**src/sv/assert_macros.svh**
```systemverilog
// Assertion helpers for the top-level RTL file.
// Both clock on aclk; CHK_PROP is disabled while the synchronous aresetn is low.
`ifndef ASSERT_MACROS_SVH
`define ASSERT_MACROS_SVH

// Checked property, masked while in reset.
`define CHK_PROP(lbl, prop, msg) \
    lbl: assert property (@(posedge aclk) disable iff (!aresetn) (prop)) else $error(msg);

// Checked property, also sampled during reset.
`define CHK_ALWAYS(lbl, prop, msg) \
    lbl: assert property (@(posedge aclk) (prop)) else $error(msg);

`endif

```
**src/sv/csrgb_pkg.sv**
```systemverilog
// ----------------------------------------------------------------------------
// csrgb_pkg
// Types, codes and constants for the colour sensor gate counter.
// ----------------------------------------------------------------------------
package csrgb_pkg;

    localparam int COUNT_WIDTH_DEF = 16;
    localparam int FULL_SCALE_DEF  = 255;

    localparam int WIN_W   = 16;
    localparam int ACT_W   = 2;
    localparam int SEL_W   = 2;
    localparam int CHAN_W  = 2;
    localparam int VALUE_W = 8;
    localparam int IN_W    = 8;
    localparam int OUT_W   = 16;

    localparam logic [WIN_W-1:0] WINDOW_RESET = 16'd10000;

    // one extra step on top of the value bits catches an over-range quotient
    localparam int              DIV_STEPS = VALUE_W + 1;
    localparam int              DCNT_W    = $clog2(DIV_STEPS);
    localparam logic [CHAN_W-1:0] CHAN_LAST = 2'd2;

    localparam logic [ACT_W-1:0] ACT_TICK = 2'd0;
    localparam logic [ACT_W-1:0] ACT_CAL  = 2'd1;
    localparam logic [ACT_W-1:0] ACT_MEAS = 2'd2;

    localparam logic [SEL_W-1:0] SEL_RED   = 2'd0;
    localparam logic [SEL_W-1:0] SEL_BLUE  = 2'd1;
    localparam logic [SEL_W-1:0] SEL_CLEAR = 2'd2;
    localparam logic [SEL_W-1:0] SEL_GREEN = 2'd3;

    typedef enum logic [1:0] {
        MODE_IDLE = 2'd0,
        MODE_CAL  = 2'd1,
        MODE_MEAS = 2'd2
    } mode_t;

    typedef enum logic [1:0] {
        ST_READY = 2'd0,
        ST_MUL   = 2'd1,
        ST_DIV   = 2'd2,
        ST_FIN   = 2'd3
    } state_t;

    typedef struct packed {
        logic step_en;
        logic step_out;
        logic prod_load;
        logic div_step;
        logic res_from_div;
    } cmd_t;

    typedef struct packed {
        logic out_hold;
        logic meas_close;
        logic div_last;
    } stat_t;

    function automatic logic [SEL_W-1:0] sel_of(mode_t m, logic [CHAN_W-1:0] c);
        logic [SEL_W-1:0] s;
        if (m == MODE_IDLE) begin
            s = SEL_CLEAR;
        end else begin
            case (c)
                2'd0:    s = SEL_RED;
                2'd1:    s = SEL_GREEN;
                2'd2:    s = SEL_BLUE;
                default: s = SEL_CLEAR;
            endcase
        end
        return s;
    endfunction

endpackage

```
**src/sv/csrgb_ctrl.sv**
```systemverilog
// ----------------------------------------------------------------------------
// csrgb_ctrl
// Sequencer: takes tick requests and runs the scaling divide after a
// measurement window closes.
// ----------------------------------------------------------------------------
module csrgb_ctrl (
    input  logic              aclk,
    input  logic              aresetn,
    input  logic              s_tvalid,
    output logic              s_tready,
    input  csrgb_pkg::stat_t  stat,
    output csrgb_pkg::cmd_t   cmd
);
    import csrgb_pkg::*;

    state_t state_reg, state_next;

    always_ff @(posedge aclk) begin
        if (!aresetn) begin
            state_reg <= ST_READY;
        end else begin
            state_reg <= state_next;
        end
    end

    always_comb begin
        state_next = state_reg;
        cmd        = '0;
        s_tready   = 1'b0;
        case (state_reg)
            ST_READY: begin
                s_tready = !stat.out_hold;
                if (s_tvalid && !stat.out_hold) begin
                    cmd.step_en = 1'b1;
                    if (stat.meas_close) begin
                        state_next = ST_MUL;
                    end else begin
                        cmd.step_out = 1'b1;
                    end
                end
            end
            ST_MUL: begin
                cmd.prod_load = 1'b1;
                state_next    = ST_DIV;
            end
            ST_DIV: begin
                cmd.div_step = 1'b1;
                if (stat.div_last) begin
                    state_next = ST_FIN;
                end
            end
            ST_FIN: begin
                cmd.res_from_div = 1'b1;
                state_next       = ST_READY;
            end
            default: begin
                state_next = ST_READY;
            end
        endcase
    end

endmodule

```
**src/sv/csrgb_dp.sv**
```systemverilog
// ----------------------------------------------------------------------------
// csrgb_dp
// Datapath: window and edge counters, channel gains, scale multiply,
// restoring divider and the output register.
// ----------------------------------------------------------------------------
module csrgb_dp #(
    parameter int COUNT_WIDTH = csrgb_pkg::COUNT_WIDTH_DEF,
    parameter int FULL_SCALE  = csrgb_pkg::FULL_SCALE_DEF
) (
    input  logic                          aclk,
    input  logic                          aresetn,
    input  logic                          cfg_wr_en,
    input  logic [csrgb_pkg::WIN_W-1:0]   cfg_wr_data,
    input  logic [csrgb_pkg::IN_W-1:0]    s_tdata,
    input  logic                          m_tready,
    output logic                          m_tvalid,
    output logic [csrgb_pkg::OUT_W-1:0]   m_tdata,
    input  csrgb_pkg::cmd_t               cmd,
    output csrgb_pkg::stat_t              stat
);
    import csrgb_pkg::*;

    localparam int FS_W  = $clog2(FULL_SCALE + 1);
    localparam int DIV_W = COUNT_WIDTH + ((FS_W > DIV_STEPS) ? FS_W : DIV_STEPS);
    localparam logic [COUNT_WIDTH-1:0] CNT_MAX = {COUNT_WIDTH{1'b1}};

    logic [WIN_W-1:0]       window_reg;
    mode_t                  mode_reg, mode_next;
    logic [CHAN_W-1:0]      chan_reg, chan_next;
    logic [WIN_W-1:0]       win_cnt_reg, win_cnt_next;
    logic [COUNT_WIDTH-1:0] edge_cnt_reg, edge_cnt_next;
    logic [COUNT_WIDTH-1:0] gain_reg [3];

    logic [COUNT_WIDTH-1:0] hold_cnt_reg;
    logic [CHAN_W-1:0]      hold_idx_reg;
    logic [DIV_W-1:0]       rem_reg;
    logic [DIV_W-1:0]       dvs_reg;
    logic [DIV_STEPS-1:0]   quo_reg;
    logic [DCNT_W-1:0]      dcnt_reg;

    logic                   out_valid_reg;
    logic [OUT_W-1:0]       out_data_reg, out_data_next;

    logic [ACT_W-1:0]       act;
    logic                   pulse;
    logic [WIN_W-1:0]       limit;
    logic [WIN_W-1:0]       win_inc;
    logic [COUNT_WIDTH-1:0] edge_inc;
    logic                   close;
    logic                   cal_done;
    logic                   rem_ge;
    logic                   gz;
    logic [VALUE_W-1:0]     value;

    assign act     = s_tdata[ACT_W-1:0];
    assign pulse   = s_tdata[ACT_W];
    assign limit   = (window_reg == '0) ? WIN_W'(1) : window_reg;
    assign win_inc = win_cnt_reg + WIN_W'(1);
    assign edge_inc = (pulse && edge_cnt_reg != CNT_MAX) ?
                      edge_cnt_reg + COUNT_WIDTH'(1) : edge_cnt_reg;
    assign close    = (mode_reg != MODE_IDLE) && (win_inc >= limit);
    assign cal_done = close && (mode_reg == MODE_CAL) && (chan_reg == CHAN_LAST);

    assign stat.meas_close = close && (mode_reg == MODE_MEAS);
    assign stat.div_last   = (dcnt_reg == '0);
    assign stat.out_hold   = out_valid_reg && !m_tready;

    always_comb begin
        mode_next     = mode_reg;
        chan_next     = chan_reg;
        win_cnt_next  = win_cnt_reg;
        edge_cnt_next = edge_cnt_reg;
        if (mode_reg == MODE_IDLE) begin
            if (act inside {ACT_CAL, ACT_MEAS}) begin
                mode_next     = (act == ACT_CAL) ? MODE_CAL : MODE_MEAS;
                chan_next     = '0;
                win_cnt_next  = '0;
                edge_cnt_next = '0;
            end
        end else begin
            win_cnt_next  = win_inc;
            edge_cnt_next = edge_inc;
            if (close) begin
                win_cnt_next  = '0;
                edge_cnt_next = '0;
                if (chan_reg == CHAN_LAST) begin
                    mode_next = MODE_IDLE;
                    chan_next = '0;
                end else begin
                    chan_next = chan_reg + CHAN_W'(1);
                end
            end
        end
    end

    // control state and gains
    always_ff @(posedge aclk) begin
        if (!aresetn) begin
            window_reg   <= WINDOW_RESET;
            mode_reg     <= MODE_IDLE;
            chan_reg     <= '0;
            win_cnt_reg  <= '0;
            edge_cnt_reg <= '0;
            gain_reg[0]  <= '0;
            gain_reg[1]  <= '0;
            gain_reg[2]  <= '0;
            dcnt_reg     <= '0;
        end else begin
            if (cfg_wr_en) begin
                window_reg <= cfg_wr_data;
            end
            if (cmd.step_en) begin
                mode_reg     <= mode_next;
                chan_reg     <= chan_next;
                win_cnt_reg  <= win_cnt_next;
                edge_cnt_reg <= edge_cnt_next;
                if (close && mode_reg == MODE_CAL) begin
                    gain_reg[chan_reg] <= edge_inc;
                end
            end
            if (cmd.prod_load) begin
                dcnt_reg <= DCNT_W'(DIV_STEPS - 1);
            end else if (cmd.div_step) begin
                dcnt_reg <= dcnt_reg - DCNT_W'(1);
            end
        end
    end

    assign rem_ge = (rem_reg >= dvs_reg);

    // closing count, scale product and divider
    always_ff @(posedge aclk) begin
        if (cmd.step_en) begin
            hold_cnt_reg <= edge_inc;
            hold_idx_reg <= chan_reg;
        end
        if (cmd.prod_load) begin
            rem_reg <= DIV_W'(hold_cnt_reg) * DIV_W'(FULL_SCALE);
            dvs_reg <= DIV_W'(gain_reg[hold_idx_reg]) << VALUE_W;
            quo_reg <= '0;
        end else if (cmd.div_step) begin
            if (rem_ge) begin
                rem_reg <= rem_reg - dvs_reg;
            end
            quo_reg <= {quo_reg[DIV_STEPS-2:0], rem_ge};
            dvs_reg <= dvs_reg >> 1;
        end
    end

    // top quotient bit set means the scaled value is past full range
    assign gz    = (gain_reg[hold_idx_reg] == '0);
    assign value = (gz || quo_reg[DIV_STEPS-1]) ? {VALUE_W{1'b1}} : quo_reg[VALUE_W-1:0];

    always_comb begin
        if (cmd.res_from_div) begin
            out_data_next = {1'b0, gz, value, hold_idx_reg, 1'b1, 1'b1 ^ (mode_reg == MODE_IDLE),
                             sel_of(mode_reg, chan_reg)};
        end else begin
            out_data_next = {cal_done, 1'b0, {VALUE_W{1'b0}}, {CHAN_W{1'b0}}, 1'b0,
                             mode_next != MODE_IDLE, sel_of(mode_next, chan_next)};
        end
    end

    always_ff @(posedge aclk) begin
        if (!aresetn) begin
            out_valid_reg <= 1'b0;
        end else if (cmd.step_out || cmd.res_from_div) begin
            out_valid_reg <= 1'b1;
        end else if (m_tready) begin
            out_valid_reg <= 1'b0;
        end
    end

    always_ff @(posedge aclk) begin
        if (cmd.step_out || cmd.res_from_div) begin
            out_data_reg <= out_data_next;
        end
    end

    assign m_tvalid = out_valid_reg;
    assign m_tdata  = out_data_reg;

endmodule

```
**src/sv/color_sensor_pulse_to_rgb_unit.sv**
```systemverilog
// ----------------------------------------------------------------------------
// color_sensor_pulse_to_rgb_unit
// Colour sensor gate counter with white balance, one result per request.
//
//   port group | dir | contents
//   s_*        | in  | tick / start request: action, pulse_edge
//   m_*        | out | status and scaled colour value
//   cfg_*      | in  | gate window length write
//
// One request a cycle while a pass counts and no result waits on m_tready. A
// request that closes a measurement window runs through the accepting cycle,
// the scale multiply, 9 divider steps and the result load on the shared
// restoring divider.
// s_tready is low from the scale multiply through the result load and while a result waits on m_tready.
// aresetn is synchronous; after reset the block is idle with zero gains.
// ----------------------------------------------------------------------------
`include "assert_macros.svh"

module color_sensor_pulse_to_rgb_unit #(
    parameter int COUNT_WIDTH = csrgb_pkg::COUNT_WIDTH_DEF,
    parameter int FULL_SCALE  = csrgb_pkg::FULL_SCALE_DEF
) (
    input  logic                          aclk,
    input  logic                          aresetn,
    input  logic                          cfg_wr_en,
    input  logic [csrgb_pkg::WIN_W-1:0]   cfg_wr_data,   // window_ticks
    input  logic                          s_tvalid,
    output logic                          s_tready,
    // [1:0] action, [2] pulse_edge, [7:3] zero
    input  logic [csrgb_pkg::IN_W-1:0]    s_tdata,
    output logic                          m_tvalid,
    input  logic                          m_tready,
    // [1:0] filter_select, [2] busy_res, [3] result_valid, [5:4] channel,
    // [13:6] color_value, [14] gain_zero, [15] calibration_done
    output logic [csrgb_pkg::OUT_W-1:0]   m_tdata
);
    import csrgb_pkg::*;

    cmd_t  cmd;
    stat_t stat;

    csrgb_ctrl u_ctrl (
        .aclk     (aclk),
        .aresetn  (aresetn),
        .s_tvalid (s_tvalid),
        .s_tready (s_tready),
        .stat     (stat),
        .cmd      (cmd)
    );

    csrgb_dp #(
        .COUNT_WIDTH (COUNT_WIDTH),
        .FULL_SCALE  (FULL_SCALE)
    ) u_dp (
        .aclk        (aclk),
        .aresetn     (aresetn),
        .cfg_wr_en   (cfg_wr_en),
        .cfg_wr_data (cfg_wr_data),
        .s_tdata     (s_tdata),
        .m_tready    (m_tready),
        .m_tvalid    (m_tvalid),
        .m_tdata     (m_tdata),
        .cmd         (cmd),
        .stat        (stat)
    );

    `CHK_ALWAYS(a_no_take_when_full, s_tready |-> (!m_tvalid || m_tready), "request taken over a held result")
    `CHK_PROP(a_result_source, $rose(m_tvalid) |-> $past(cmd.step_out || cmd.res_from_div), "result with no source")
    `CHK_PROP(a_cal_no_value, (m_tvalid && m_tdata[15]) |-> !m_tdata[3], "calibration end carries a value")
    `CHK_PROP(a_zero_gain_full, (m_tvalid && m_tdata[14]) |-> (m_tdata[13:6] == 8'hFF), "zero gain value not full")

endmodule
```
**config.mk**
```make
export PLATFORM = sky130hd
export DESIGN_NAME = color_sensor_pulse_to_rgb_unit
export DESIGN_NICKNAME = d
export VERILOG_FILES = /design/src/sv/csrgb_pkg.sv /design/src/sv/csrgb_ctrl.sv /design/src/sv/csrgb_dp.sv /design/src/sv/color_sensor_pulse_to_rgb_unit.sv
export VERILOG_INCLUDE_DIRS = /design/src /design/src/sv
export SDC_FILE = /design/constraint.sdc
export NUM_CORES = 1
export LEC_CHECK = 0
export ABC_AREA = 1
export BUFFER_PORTS_ARGS = -buffer_cell sky130_fd_sc_hd__buf_2
export CORE_UTILIZATION = 57
export CTS_BUF_LIST = sky130_fd_sc_hd__clkbuf_2 sky130_fd_sc_hd__clkbuf_4 sky130_fd_sc_hd__clkbuf_8
export DETAILED_ROUTE_END_ITERATION = 10
export PLACE_DENSITY = 0.74
export SLEW_MARGIN = 25
export SYNTH_ARGS = -nofsm -noshare
export SYNTH_HDL_FRONTEND = slang
export SYNTH_SLANG_ARGS = --single-unit
```
**constraint.sdc**
```tcl
create_clock -name aclk -period 4.84 [get_ports aclk]
set_input_delay 0.484 -clock aclk [delete_from_list [all_inputs] [get_ports aclk]]
set_output_delay 0.484 -clock aclk [all_outputs]
set_load 0.005 [all_outputs]
```
==> impl_metrics.py <==
metrics = {
    "status": {
        "status": "completed",
    },
    "sta": {
        "fin_tns_setup_ns": 0,
        "hold_violations": 0,
        "maxSlewViolCount": 0,
        "fin_hold_ws_ns": 0.160,
        "tightest_slew_ns": 1.03,
        "relSlewSlack_pct": 31.0,
        "final-setup-viol-count": 0,
        "fin_crit_sh_pct": 94.9,
        "period_needed_ns": 4.59,
        "max_freq_ghz": 0.218,
        "setup_slack_ns": 0.246,
        "skew_ns": 0.0148,
    },
    "critical_path": {
        "r2r_slack_ns": 0.25,
        "worstPathArrival_ns": 4.87,
        "reg2reg_from": "u_dp.hold_cnt_reg[8]",
        "crit_path_end_kind": "register",
        "critPathMaxFanout": 5,
        "worst_setup_path_start_kind": "register",
        "cp_data_required_time_ns": 5.12,
        "worstRegToRegCells": 19,
        "critPathKind": "reg -> reg",
        "r2r-end": "u_dp.rem_reg[22]",
    },
    "placement": {
        "place_congestion": 0.914,
        "place_ws_ns": 0.0665,
        "portBuffers": 41,
        "hpwlAfterDp_um": 24100,
        "dpl_cell_area_mm2": 0.0150,
    },
    "detailed_routing": {
        "drc": 0,
        "antenna_violating_nets_post_route": 0,
        "routedWlPerCell_um": 15.4,
        "drtIter0Drc": 707,
        "viasPerCell": 5.38,
        "route.vias.total": 11200,
        "routed_wirelength_um": 32100,
        "dr.pass1.iters": 5,
    },
    "global_routing": {
        "grt_pass1_wl_um": 52900,
        "grt_max_degree": 36,
        "grt_overflow": 0,
        "grt_pass1_vias": 11000,
        "grt.total_usage_pct": 25.4,
        "grt_antenna_before_repair": 0,
    },
    "flow_run": {
        "timing.max_cap.violations": 0,
    },
    "synthesis": {
        "synth_area_leader_cell": "edfxtp_1",
        "netlist_area_mm2": 0.0144,
        "synth_nets": 1878,
        "syn_inst": 1680,
        "synth_edf_count": 138,
        "synth-seq-cells": 217,
        "yosysUniqueCellTypes": 48,
        "synthArstFlopShare_pct": 0,
        "synthTopCellsByArea": "edfxtp_1, dfxtp_1, fa_1",
        "synth_ff_type": "edfxtp_1",
        "syn-mean-instance-area_um2": 8.59,
        "yosys_warnings": 0,
        "synth_top_cell_area_share_pct": 28.7,
        "synth_sequential_area_ratio_pct": 39.7,
    },
    "cts": {
        "cts_tree": "yes",
        "cts_buffers": 37,
        "htreeDepth": 2,
        "clock-sinks": 217,
        "insertion_delay_ns": 0.55,
        "root_buffer": "clkbuf_8",
        "clockBufferDepth": 3,
        "holdBufCountCts": 0,
        "clkTransAtPathRegs_ns": 0.06,
    },
    "worst_hold_path": {
        "hold_path_end": "u_dp.window_reg[13]",
        "hp-start": "cfg_wr_data[13]",
        "hp-class": "in -> reg",
        "hold_depth": 3,
    },
    "floorplanning": {
        "fp.dieArea_mm2": 0.0260,
        "rows": 57,
        "pin_count": 47,
        "fp.coreArea_mm2": 0.0246,
        "initial_core_util_pct": 58.7,
        "die_y_um": 161,
        "die_x_um": 161,
    },
    "layout": {
        "layout_common_cells": "inv_1, nand2_1, nor2_1, a21oi_1, edfxtp_1",
        "largest_reg_flops": 64,
        "layout_commonest_cell": "inv_1",
        "nNetsFinal": 1934,
        "antenna_cells": 0,
        "drive_above_1_share_pct": 10.6,
        "fill_cells": 2086,
        "area_growth_pct": 9.79,
        "fin_area_mm2": 0.0158,
    },
}
[how the worst max path moves through the flow]
stage | startpoint | endpoint | slack [ns] | cells after the start
floorplan | u_dp.hold_cnt_reg[6] | u_dp.rem_reg[21] | 0.52 | 20
global placement | u_dp.hold_cnt_reg[5] | u_dp.rem_reg[23] | 0.13 | 20
detailed placement | u_dp.hold_cnt_reg[5] | u_dp.rem_reg[23] | 0.07 | 20
CTS | u_dp.hold_cnt_reg[5] | u_dp.rem_reg[23] | 0.06 | 20
global route | u_dp.hold_cnt_reg[9] | u_dp.rem_reg[18] | -0.006 | 19
finish | u_dp.hold_cnt_reg[8] | u_dp.rem_reg[22] | 0.25 | 19
[critical path: stages (launching register included)]
cell and delay (ns):
edfxtp_1 0.45, buf_4 0.17, fa_1 0.58, inv_1 0.08, fa_1 0.54, inv_1 0.06
fa_1 0.53, inv_1 0.06, fa_1 0.53, inv_1 0.04, ha_2 0.37, nand2_2 0.11
nor2_4 0.14, nand2_1 0.06, nand3_1 0.10, nand2_1 0.07, nand3_1 0.12, a21oi_1 0.06
o21ai_0 0.13, o21ai_0 0.14
[cell type report]
| cell class | instances | area (um2) | area share, % |
|---|---|---|---|
| multi-input cells | 1117 | 7450 | 47.0 |
| flip-flops and latches | 217 | 5730 | 36.1 |
| inverters | 302 | 1130 | 7.15 |
| clock buffers | 54 | 656 | 4.14 |
| well taps | 324 | 405 | 2.56 |
| repair buffers | 61 | 355 | 2.24 |
| clock inverters | 13 | 118 | 0.742 |
[through the flow]
step           cells  util, %
5_1_grt         2088     64.4
2_1_floorplan   1680        -
3_5_place_dp    2018     60.9
6_report        2088     64.4
3_3_place_gp    2018     60.9
4_1_cts         2085     64.1
[cell families after synthesis]
family	synth area share (%)
compound gates	13.5
fa+ha+maj	18.3
flops	39.7
buf+inv	9.16
xor+xnor	2.77
simple gates	16.6
[synthesized netlist by cell type, types with 24 or more instances]
| library cell | count |
|---|---|
| nor2_1 | 172 |
| ha_1 | 98 |
| a21oi_1 | 142 |
| inv_1 | 292 |
| edfxtp_1 | 138 |
| o21ai_0 | 115 |
| fa_1 | 71 |
| nand3_1 | 48 |
| nand2_1 | 277 |
| clkbuf_1 | 35 |
| xor2_1 | 24 |
| dfxtp_1 | 79 |
[repair_timing]
action,in CTS,in global routing
buffers inserted,0,3
gates resized for setup,0,22
endpoints found under the setup margin,0,9
[metal layers]
metal	vias to the layer above	share of wire [%]	global-route usage, %
met2	244	49	44.4
li1	5622	-	-
met4	0	3.2	9.35
met3	67	4.2	3.36
met5	-	0	0
met1	5310	44	32.2
Power is not shown: default switching activity piles up to over one toggle a cycle in this logic, so the estimate is an artifact.
